File: config.mk
export PLATFORM = sky130hd
export DESIGN_NAME = pgrr_queue
export DESIGN_NICKNAME = d
export VERILOG_FILES = /design/src/sv/pgrr_pkg.sv /design/src/sv/pgrr_queue.sv
export SDC_FILE = /design/constraint.sdc
export NUM_CORES = 1
export LEC_CHECK = 0
export ABC_AREA = 1
export BUFFER_PORTS_ARGS = -buffer_cell sky130_fd_sc_hd__buf_2
export CAP_MARGIN = 20
export CELL_PAD_IN_SITES_DETAIL_PLACEMENT = 0
export CELL_PAD_IN_SITES_GLOBAL_PLACEMENT = 2
export CORE_MARGIN = 2
export CORE_UTILIZATION = 36
export DETAILED_ROUTE_END_ITERATION = 7
export HOLD_SLACK_MARGIN = 0.02
export PLACE_DENSITY_LB_ADDON = 0.1
export SKIP_CTS_REPAIR_TIMING = 1
export SYNTH_ARGS = -nofsm -noshare
export SYNTH_HDL_FRONTEND = slang
export SYNTH_SLANG_ARGS = --single-unit
File: constraint.sdc
create_clock -name clk -period 3.1 [get_ports clk]
set_input_delay 0 -clock clk [delete_from_list [all_inputs] [get_ports clk]]
set_output_delay 0 -clock clk [all_outputs]
set_load 0.05 [all_outputs]
File: src/sv/pgrr_pkg.sv
// ---------------------------------------------------------------------------
// pgrr_pkg - shared definitions for the proportional glyph row renderer
// Sizes, item and register codes, configuration and queue command records.
// ---------------------------------------------------------------------------
package pgrr_pkg;

    // Store sizes and mask geometry (BITMAP_BYTES is a power of two)
    localparam int BITMAP_BYTES   = 4096;
    localparam int OFFSET_ENTRIES = 257;
    localparam int MAX_HEIGHT     = 32;
    localparam int MASK_WIDTH     = 16;

    localparam int BA_W      = $clog2(BITMAP_BYTES);
    localparam int OT_AW     = $clog2(OFFSET_ENTRIES);
    localparam int USED_W    = $clog2(MASK_WIDTH + 1);
    localparam int ROWS_W    = $clog2(MAX_HEIGHT + 1);
    // bytes fetched per row: enough for MASK_WIDTH bits at any bit phase
    localparam int WIN_BYTES = (MASK_WIDTH + 14) / 8;
    localparam int WIN_BITS  = WIN_BYTES * 8;
    localparam int PH_W      = $clog2(WIN_BYTES + 1);
    localparam int MASK_EXT  = (MASK_WIDTH > 16) ? MASK_WIDTH : 16;

    // Command queue between front and back
    localparam int Q_DEPTH = 4;
    localparam int QP_W    = $clog2(Q_DEPTH);

    // Item modes
    localparam logic [1:0] MODE_LOAD_BITMAP = 2'd0;
    localparam logic [1:0] MODE_LOAD_OFFSET = 2'd1;
    localparam logic [1:0] MODE_START       = 2'd2;
    localparam logic [1:0] MODE_DRAW        = 2'd3;

    // Character code limits and the substitute glyph
    localparam logic [7:0] CODE_LOW       = 8'd32;
    localparam logic [7:0] CODE_HIGH_EXCL = 8'd127;
    localparam logic [7:0] CODE_SUBST     = 8'h3F;

    // Register indexes
    localparam int CFG_IDX_W = 3;
    localparam logic [CFG_IDX_W-1:0] REG_FIRST_CODE   = 3'd0;
    localparam logic [CFG_IDX_W-1:0] REG_LAST_CODE    = 3'd1;
    localparam logic [CFG_IDX_W-1:0] REG_ROW_STRIDE   = 3'd2;
    localparam logic [CFG_IDX_W-1:0] REG_GLYPH_HEIGHT = 3'd3;
    localparam logic [CFG_IDX_W-1:0] REG_CLIP_LEFT    = 3'd4;
    localparam logic [CFG_IDX_W-1:0] REG_CLIP_TOP     = 3'd5;
    localparam logic [CFG_IDX_W-1:0] REG_CLIP_RIGHT   = 3'd6;
    localparam logic [CFG_IDX_W-1:0] REG_CLIP_BOTTOM  = 3'd7;

    typedef struct packed {
        logic [7:0]         first_code;
        logic [7:0]         last_code;
        logic [8:0]         row_stride;
        logic [5:0]         glyph_height;
        logic signed [15:0] clip_left;
        logic signed [15:0] clip_top;
        logic signed [15:0] clip_right;
        logic signed [15:0] clip_bottom;
    } cfg_t;

    // One queued command: a bitmap byte write or a character to render
    typedef struct packed {
        logic              is_draw;
        logic [BA_W-1:0]   baddr;
        logic [7:0]        bdata;
        logic [15:0]       pen_x;
        logic [15:0]       pen_y;
        logic [31:0]       ink;
        logic [15:0]       start;
        logic [USED_W-1:0] used;
        logic              over;
    } cmd_t;

    // Rows per character, saturated at MAX_HEIGHT
    function automatic logic [ROWS_W-1:0] rows_of(input logic [5:0] height);
        if (int'(height) > MAX_HEIGHT)
            return ROWS_W'(MAX_HEIGHT);
        else
            return ROWS_W'(height);
    endfunction

endpackage

File: src/sv/pgrr_queue.sv
// ---------------------------------------------------------------------------
// pgrr_queue - command queue between front and back
// Small circular buffer of commands with full and empty flags.
// ---------------------------------------------------------------------------
module pgrr_queue (
    input  logic           clk,
    input  logic           rst_n,
    input  logic           push,
    input  pgrr_pkg::cmd_t wdata,
    output logic           full,
    input  logic           pop,
    output pgrr_pkg::cmd_t rdata,
    output logic           empty
);

    import pgrr_pkg::*;

    cmd_t            ent_reg [Q_DEPTH];
    logic [QP_W-1:0] wr_ptr_reg, wr_ptr_next;
    logic [QP_W-1:0] rd_ptr_reg, rd_ptr_next;
    logic [QP_W:0]   count_reg, count_next;

    assign full  = (count_reg == (QP_W + 1)'(Q_DEPTH));
    assign empty = (count_reg == '0);
    assign rdata = ent_reg[rd_ptr_reg];

    // Pointer and fill count update
    always_comb
    begin
        wr_ptr_next = wr_ptr_reg;
        rd_ptr_next = rd_ptr_reg;
        count_next  = count_reg;
        if (push)
        begin
            wr_ptr_next = wr_ptr_reg + 1'b1;
        end
        if (pop)
        begin
            rd_ptr_next = rd_ptr_reg + 1'b1;
        end
        if (push && !pop)
        begin
            count_next = count_reg + 1'b1;
        end
        else if (pop && !push)
        begin
            count_next = count_reg - 1'b1;
        end
    end

    always_ff @(posedge clk or negedge rst_n)
    begin
        if (!rst_n)
        begin
            wr_ptr_reg <= '0;
            rd_ptr_reg <= '0;
            count_reg  <= '0;
        end
        else
        begin
            wr_ptr_reg <= wr_ptr_next;
            rd_ptr_reg <= rd_ptr_next;
            count_reg  <= count_next;
        end
    end

    always_ff @(posedge clk)
    begin
        if (push)
        begin
            ent_reg[wr_ptr_reg] <= wdata;
        end
    end

endmodule

==> reports/metrics.cfg <==
[outcome]
status=completed

[setup_path]
critPathLaunchType=flip-flop
slowest_stage=dfrtp_4
rrSetupSlack_ns=1.04
cp.arrival_ns=2.61
rr_endpoint=ent_reg[2][28]
ff2ff_path_depth=5
end_kind=output port
worst-path-max-fanout=59
r2r-start=wr_ptr_reg[0]
critical_path_class=reg -> out
required_ns=3.10
cpPeakStageDelay_ns=0.98
critical_path.cell_chain=buf_4, o211ai_1, nand2_1, buf_2

[yosys]
syn_avg_cell_area_um2=13.6
synth_warnings=0
ys_ff_latch=435
synth_nets=1413
syn-cell-area_um2=17600
synth_area_leaders=edfxtp_1 73%, o211ai_1 8.4%, nand2_1 7.1%
ys_types=19
syn-instance-count=1296
yosysSeqAreaShare_pct=74.1
yosys.area.top_type=edfxtp_1
synth_top_area_share_pct=73.1

[route]
wl_per_cell_um=16.9
final_antenna_net_count=0
routed_wl_um=38400
vias=10366
drc=0
via_per_inst=4.55
drt_iter0_markers=392
drtPass1Iterations=4

[power_and_ir_drop]
p_sw_mw=10.3
switching_share_pct=44.3
p_comb_share_pct=43.0
pwr-share-seq_pct=35.3
clkPwrFrac_pct=21.7
peakVddDrop_mv=0.607
powerDensity_nw_per_um2=1070
p_leak_nw=8.62
internal_power_mw=13.0

[layout]
finalNonFillerCells=2278
multi_input_area_um2=3090
layout-drive-gt1-share_pct=19.4
largest_reg_flops=428
syn_to_final_growth_pct=23.5
nFillCells=4417
layout.nets=1741
utilization_pct=45.3
regArea_um2=13000

[clocking]
cts_buffer_depth=3
cts-buffers-inserted=48
htreeDepth=2
clock_sinks=435
path_clk_slew_ns=0.06
cts_root_buffer=clkbuf_16
clk_latency_ns=0.56
cts_tree=yes

[timing]
clock.fmax_mhz=383
setup_violations=0
skew_ns=0.0103
setup_ws_ns=0.492
setup_tns_ns=0
slew_headroom_pct=43.9
tightest_slew_ns=0.842
period_share_pct=84.1
slew_viol_final=0
worst_hold_slack_ns=0.185
final_hold_viol_count=0
rsz0062_at_grt=false
min_period_ns=2.61

[global_route]
grt_pass1_vias=9697
antenna_found_initial=3
grt-ovfl-total=0
grt_pass1_wl_um=57200
grt_usage_pct=15.0
grt_max_degree=79

[floorplanning]
core_um2=47900
die_h_um=225
die_width_um=225
num_io_pins=220
die_area_um2=50600
placementRows=80
initial_core_util_pct=36.7

[min_path]
whs_path_depth=2
whs_endpoint=ent_reg[0][4]
min_from=wdata[4]
hp-class=in -> reg

[job]
max-cap-violations=0

[place]
placedCellCount=2078
pre_cts_ws_ns=1.01
gp_congestion=0.700
hpwl_um=21900
io_buffer_count=219

-- Yosys cell counts --
cell      count
buf_2        31
buf_6        39
buf_8         1
clkbuf_1      1
dfrtp_1       7
edfxtp_1    428
fa_1          1
ha_1          5
inv_1       225
inv_4         1
nand2_1     334
nand3_1       1
nand4_1       1
nor3_1        2
o211ai_1    196
o211ai_2     18
o21ai_1       1
xnor2_1       1
xor2_1        3
-- how the worst max path moves through the flow --
| stage | start | endpoint | slack [ns] | cells past startpoint |
|---|---|---|---|---|
| final | rd_ptr_reg[0] | rdata[36] | 0.49 | 4 |
| after global routing | rd_ptr_reg[0] | rdata[36] | 0.32 | 4 |
| after CTS | rd_ptr_reg[1] | rdata[97] | 0.40 | 5 |
| after detailed placement | wr_ptr_reg[0] | ent_reg[2][16] | 1.01 | 5 |
| after global placement | wr_ptr_reg[0] | ent_reg[2][16] | 1.04 | 5 |
| after floorplan | wr_ptr_reg[0] | ent_reg[0][0] | 0.42 | 4 |
-- metrics by stage --
| step | total power, mW | instance area, um^2 |
|---|---|---|
| after floorplan | 16.1 | 17600 |
| after global placement | 18.5 | 19200 |
| after detailed placement | 18.5 | 19200 |
| after CTS | 23.7 | 20600 |
| after global routing | 24.6 | 21700 |
| final | 23.3 | 21700 |
-- layout make-up --
class / instances / share of cell area [%]
Sequential cell: 435 / 60.0
Multi-Input combinational cell: 563 / 14.2
Timing Repair Buffer: 350 / 11.8
Clock buffer: 65 / 5.92
Inverter: 226 / 3.99
Tap cell: 615 / 3.54
Clock inverter: 22 / 0.455
Antenna cell: 2 / 0.0230
-- power by group through the flow --
stage	combinational [mW]	sequential (mW)	clock [mW]
floorplan	8.00	8.07	0
global placement	10.1	8.34	0
detailed placement	10.2	8.36	0
CTS	10.2	8.25	5.24
global route	10.8	8.33	5.46
finish	10.0	8.22	5.05
-- placed cells by master, fill, tap and decap left out, types with 2 or more instances in the layout --
cell           instances
buf_12                17
buf_2                219
buf_4                  3
clkbuf_1              16
clkbuf_16             49
clkinv_1              12
clkinv_2               9
clkinvlp_4             4
dfrtp_1                5
dfrtp_4                2
diode_2                2
dlygate4sd3_1        111
edfxtp_1             428
ha_1                   5
inv_1                221
nand2_1              334
nor3_1                 2
o211ai_1             196
o211ai_2              18
xor2_1                 3
-- cells by family after synthesis --
kind of cell	Yosys count	synth area share (%)
compound gates	215	9.68
flops	435	74.1
xor+xnor	4	0.199
fa+ha+maj	6	0.470
buf+inv	298	8.32
simple gates	338	7.25
-- worst max-delay path, delay by kind of cell, from the launching register on --
kind,cells,cell delay [ns]
flip-flops,1,0.98
buffers and inverters,2,0.68
AO/OA/AOI/OAI,1,0.23
AND/OR/NAND/NOR,1,0.14
-- routing by layer --
layer | vias to the layer above | track usage [%] | routed length, um
li1 | 5178 | - | -
met5 | - | 0 | 7
met3 | 55 | 3.95 | 1850
met1 | 4960 | 19.4 | 17500
met4 | 2 | 4.57 | 783
met2 | 171 | 24.6 | 18200
(Power assumes the default switching activity.)
